`config.mk`:
```
export PLATFORM = sky130hd
export DESIGN_NAME = ioct_ctrl
export DESIGN_NICKNAME = d
export VERILOG_FILES = /design/src/design/ioct_pkg.sv /design/src/design/ioct_ctrl.sv
export SDC_FILE = /design/constraint.sdc
export NUM_CORES = 1
export LEC_CHECK = 0
export ABC_AREA = 1
export BUFFER_PORTS_ARGS = -buffer_cell sky130_fd_sc_hd__buf_4
export CAP_MARGIN = 20
export CORE_AREA = 2 2 39 41
export CTS_BUF_LIST = sky130_fd_sc_hd__clkbuf_4 sky130_fd_sc_hd__clkbuf_8 sky130_fd_sc_hd__clkbuf_16
export DETAILED_ROUTE_END_ITERATION = 7
export DIE_AREA = 0 0 41 43
export PLACE_DENSITY_LB_ADDON = 0.2
export SLEW_MARGIN = 15
export SYNTH_ARGS = -nofsm -noshare
export SYNTH_HDL_FRONTEND = slang
export SYNTH_SLANG_ARGS = --single-unit
```
`constraint.sdc`:
```
create_clock -name clk -period 1.45 [get_ports clk]
set_input_delay 0.145 -clock clk [delete_from_list [all_inputs] [get_ports clk]]
set_output_delay 0.145 -clock clk [all_outputs]
set_load 0.05 [all_outputs]
```
`src/design/ioct_pkg.sv`:
```
// Shared constants, state encoding and controller/datapath interface types.
`default_nettype none

package ioct_pkg;

	localparam int RING_DEPTH_LOG2 = 10;
	localparam int RING_SIZE       = 1 << RING_DEPTH_LOG2;
	localparam int POS_W           = 64;
	localparam int IDX_W           = RING_DEPTH_LOG2;
	localparam int STEP_W          = RING_DEPTH_LOG2 + 1;

	typedef logic [POS_W-1:0]  pos_t;
	typedef logic [IDX_W-1:0]  idx_t;
	typedef logic [STEP_W-1:0] step_t;

	typedef enum logic [5:0] {
		ST_CLEAR   = 6'b000001,
		ST_IDLE    = 6'b000010,
		ST_CHECK   = 6'b000100,
		ST_COMPARE = 6'b001000,
		ST_DONE    = 6'b010000,
		ST_SPARE   = 6'b100000
	} state_t;

	typedef struct packed {
		logic clear;       // write zero at the sweep index and advance it
		logic load_pos;    // capture the incoming completion
		logic first_step;  // pointer matched: advance once and read the next slot
		logic walk_step;   // slot compared greater: advance again and read on
		logic store;       // remember an out-of-order completion in its slot
		logic load_out;    // move the result into the output register
	} cmd_t;

	typedef struct packed {
		logic clear_last;
		logic pos_match;
		logic walk_more;
		logic out_free;
	} status_t;

endpackage

`default_nettype wire

```
`src/design/ioct_ctrl.sv`:
```
// Controller state machine: clearing sweep, accept, match check, pointer walk, result hand-off.
`default_nettype none

module ioct_ctrl (
	input  wire logic              clk,
	input  wire logic              arst_n,
	input  wire logic              in_valid,
	output logic                   in_ready,
	input  wire ioct_pkg::status_t status,
	output ioct_pkg::cmd_t         cmd
);

	import ioct_pkg::*;

	state_t state_q;
	state_t state_d;

	always_comb begin
		state_d  = state_q;
		cmd      = '0;
		in_ready = 1'b0;
		case (state_q)
			ST_CLEAR: begin
				cmd.clear = 1'b1;
				if (status.clear_last) begin
					state_d = ST_IDLE;
				end
			end
			ST_IDLE: begin
				in_ready = 1'b1;
				if (in_valid) begin
					cmd.load_pos = 1'b1;
					state_d      = ST_CHECK;
				end
			end
			ST_CHECK: begin
				if (status.pos_match) begin
					cmd.first_step = 1'b1;
					state_d        = ST_COMPARE;
				end else begin
					cmd.store = 1'b1;
					state_d   = ST_DONE;
				end
			end
			ST_COMPARE: begin
				if (status.walk_more) begin
					cmd.walk_step = 1'b1;
				end else begin
					state_d = ST_DONE;
				end
			end
			ST_DONE: begin
				if (status.out_free) begin
					cmd.load_out = 1'b1;
					state_d      = ST_IDLE;
				end
			end
			default: begin
				state_d = ST_IDLE;
			end
		endcase
	end

	always_ff @(posedge clk or negedge arst_n) begin
		if (!arst_n) begin
			state_q <= ST_CLEAR;
		end else begin
			state_q <= state_d;
		end
	end

	a_check_miss_done: assert property (@(posedge clk) disable iff (!arst_n)
		state_q == ST_CHECK && !status.pos_match |=> state_q == ST_DONE)
		else $error("unmatched completion did not go straight to result");

	a_walk_end_done: assert property (@(posedge clk) disable iff (!arst_n)
		state_q == ST_COMPARE && !status.walk_more |=> state_q == ST_DONE)
		else $error("pointer walk did not stop");

	a_done_hold: assert property (@(posedge clk) disable iff (!arst_n)
		state_q == ST_DONE && !status.out_free |=> state_q == ST_DONE)
		else $error("result dropped while output register full");

endmodule

`default_nettype wire

```
Yosys cells after proc, flatten, opt, wreduce, memory -nomap -nowiden
Index checks and enable logic that the tools add are counted.
{"block": "op_classes", "n_eq_ne": 9, "mux": 18, "n_reduce_logical": 1}
{"operator": "$pmux 6 s5", "n": 1}
{"operator": "$mux 6", "n": 4}
{"operator": "$mux 1", "n": 12}
{"operator": "$ne 2x2->1 const B", "n": 4}
{"operator": "$eq 6x1->1 const B", "n": 1}
{"operator": "$eq 6x2->1 const B", "n": 1}
{"operator": "$eq 6x3->1 const B", "n": 1}
{"operator": "$eq 6x4->1 const B", "n": 1}
{"operator": "$eq 6x5->1 const B", "n": 1}
{"operator": "$mux 5", "n": 1}
{"operator": "$reduce_and 4->1", "n": 1}
{"block": "totals", "register_bits": 6, "input_bits": 7, "out_inout_bits": 7, "word_cells": 29}

Logic depth before layout (Yosys ltp)
{"block": "depth", "word_depth": 3, "mapped_depth": 7, "mapped_depth_nobuf": 7}

Worst setup path before layout
OpenSTA, ideal clock, no wires.
{"block": "synth_path", "path_type": "reg2out", "from": "register state_q[2]", "to": "output port cmd[4] in the netlist's numbering", "arrival_ns": 2.126, "t_required_ns": 1.305, "slack_ns": -0.821, "path_stages_with_launch": 4, "n_path_buf": 0, "cell_sequence": "dfrtp_1 -> nor2_2 -> nand2_1 -> nor4_1"}
{"item": "from (decl)", "line_no": "ioct_ctrl.sv:15", "text": "state_t state_q;"}
{"item": "from (signal assigned)", "line_no": "ioct_ctrl.sv:68", "text": "state_q <= state_d;"}
{"item": "to (decl)", "line_no": "ioct_ctrl.sv:10", "text": "output ioct_pkg::cmd_t cmd"}

Worst setup path in the final report
{"block": "layout_path", "from": "register state_q[2]", "to": "output port in_ready"}
{"block": "layout_between", "elab_chain_len": 2}
{"item": "$eq 6x2->1", "line_no": "ioct_ctrl.sv:22", "text": "case (state_q)"}
{"item": "$mux 1", "line_no": "ioct_ctrl.sv:22"}
{"item": "to (decl)", "line_no": "ioct_ctrl.sv:8", "text": "output logic in_ready,"}
No other way between the ends.

==> metrics.yaml <==
critical_path:
  worstSetupEndpointType: "output pin"
  crit_path_max_incr_delay_ps: 420
  r2r_cells: 7
  path_cells: "nor2_4 > nand2_4 > nor3_4 > buf_6"
  path_class: "reg2out"
  crit_buf_inv: 1
  crit_slowest_cell: "dfrtp_2"
  critical_path.max_fanout: 4
  critical_path_depth: 4
  startpoint_type: "register"
  cpLargestDelayFamily: "simple AND/OR/NAND/NOR gates"
  worstPathArrival_ps: 1270
  cp.required_ps: 1310
yosys:
  ys_types: 16
  yosys-top-cells-count: "inv_1 (8), nand2_1 (8), nor2_1 (7)"
  ys_seq_elements: 5
  synth_top_area_cell: "dfrtp_1"
  synth_ff_type: "dfrtp_1"
  syn-num-nets: 54
  yosysTopAreaCellShare: 0.292
  synthArstFlopShare: 1.00
  yosys-top-cells-area: "dfrtp_1 (29%), inv_1 (8.8%), nand2_1 (8.8%), dfstp_2 (7.7%), nor2_1 (7.7%)"
  syn_area_um2: 343
  synthCells: 47
  ys_warn_count: 0
  seq_area_frac_synth: 0.369
  synth_edf_count: 0
  avgSynthCellArea_um2: 7.29
hold_path:
  hold_path_depth: 4
  hold_class: "in2reg"
cells_and_area:
  top_register: "state_q"
  top_regs: "state_q: 5 flops"
  syn_to_final_growth_pct: 72.6
  final_cell_area_um2: 592
  nets: 76
  drive_gt1_frac: 0.544
  largest_register_ffs: 5
  final_cells: 84
  diodes: 0
die:
  coreArea_mm2: 0.00138
  num_io_pins: 14
  initial_utilization: 0.248
  die_h_um: 43
  die_area_mm2: 0.00176
  fp.dieW_um: 41
  placementRows: 14
clock_tree:
  path_clk_slew_ps: 40
  cts_htree_levels: 1
  cts_tree: "done"
  clockRootBuffer: "clkbuf_4"
  cts_buffer_depth: 2
  cts_made_buffers: 3
  clock_latency_ps: 240
  clkSinkCount: 5
sta:
  period_minus_slack_ps: 1410
  finalHoldViolCount: 0
  clock.fmax_mhz: 708
  slew_headroom: 0.857
  fin_setup_tns_ps: 0
  clock_skew_ps: 0.658
  setup_violations: 0
  holdWs_ps: 188
  rsz0062_at_grt: "true"
  tightest_slew_ps: 213
  finalMaxSlewViolations: 0
  period_share: 0.974
power_and_ir_drop:
  power_density_mw_per_mm2: 1880
  power.static_leakage_nw: 0.308
  finalPower_w: 0.00111
  vdd_drop_max_v: 0.000961
global_routing:
  track_usage: 0.115
  grt_pass1_vias: 371
  overflow: 0
  grt_pass1_wl_um: 1430
  grt_max_degree: 7
  antenna_found_initial: 0
placement:
  gp_congestion: 0.687
  portBuffers: 13
  hpwl_um: 634
  dp_cells: 75
  placed_cell_area_um2: 480
drt:
  antenna_left: 0
  drt_wl_total_um: 823
  drtIter0Drc: 3
  via_per_inst: 4.44
  num_vias: 373
  drc: 0
  dr.pass1.iters: 3
  avgRoutedWirePerCell_um: 9.80
status:
  status: "finished, final reports clean"
run:
  max-cap-violations: 0
[where the power goes]
group	switching [W]	total [W]	internal (W)	leakage, nW
Sequential	0.0000530	0.000239	0.000186	0.0601
Combinational	0.000446	0.000698	0.000253	0.229
Clock	0.0000527	0.000175	0.000122	0.0184
[cells in the final DEF (no fill, tap or decap), drive strengths merged]
cell type,Yosys,layout
dlygate4sd3,0,1
nand4,5,5
nor4,2,2
dfstp,1,1
o21ai,2,2
dfrtp,4,4
inv,10,10
clkbuf,0,4
buf,1,17
nor2,10,10
nand3,2,2
nor3,2,2
nand2,8,8
[worst min-delay path: stages]
cell and delay (ps):
buf_4 70, inv_1 30, nand4_1 120, inv_1 50
[path summary, 6_finish.rpt]
path	slack [ps]	endpoint	from
worst max-delay path	40	in_ready	state_q[2]
worst min-delay path	190	state_q[0]	status[3]
worst max register to register	210	state_q[1]	state_q[0]
worst min register to register	620	state_q[2]	state_q[3]
max in group asynchronous	1010	state_q[0]	arst_n
min in group asynchronous	240	state_q[3]	arst_n
[metal layers]
| layer | track usage | vias to the layer above | part of all wire |
|---|---|---|---|
| met4 | 0.0200 | 0 | 0 |
| li1 | - | 194 | - |
| met5 | 0 | - | 0 |
| met3 | 0.0471 | 0 | 0.049 |
| met2 | 0.181 | 8 | 0.52 |
| met1 | 0.144 | 171 | 0.43 |
[through the flow]
| step | utilization | worst slack, ps |
|---|---|---|
| after floorplan | - | -207 |
| after global placement | 0.347 | 168 |
| after detailed placement | 0.347 | 173 |
| after CTS | 0.414 | 7.24 |
| after global routing | 0.428 | -39.4 |
| final | 0.428 | 37.2 |
[final cells by class]
| class | count | area, um2 |
|---|---|---|
| Timing Repair Buffer | 18 | 160 |
| Fill cell | 147 | 792 |
| Tap cell | 16 | 20.0 |
| Sequential cell | 5 | 129 |
| Clock buffer | 4 | 30.0 |
| Inverter | 10 | 37.5 |
| Multi-Input combinational cell | 31 | 215 |
[timing repair]
action,CTS,global route
hold endpoints to repair,5,0
hold buffers,1,0
pin swaps,2,3
buffers inserted,3,1
setup endpoints to repair,5,7
gates resized for setup,8,3
[cells by family after synthesis]
logic type      synth area share
buf+inv                    0.131
simple gates               0.471
compound gates            0.0292
flops                      0.369
(Power assumes the default switching activity.)
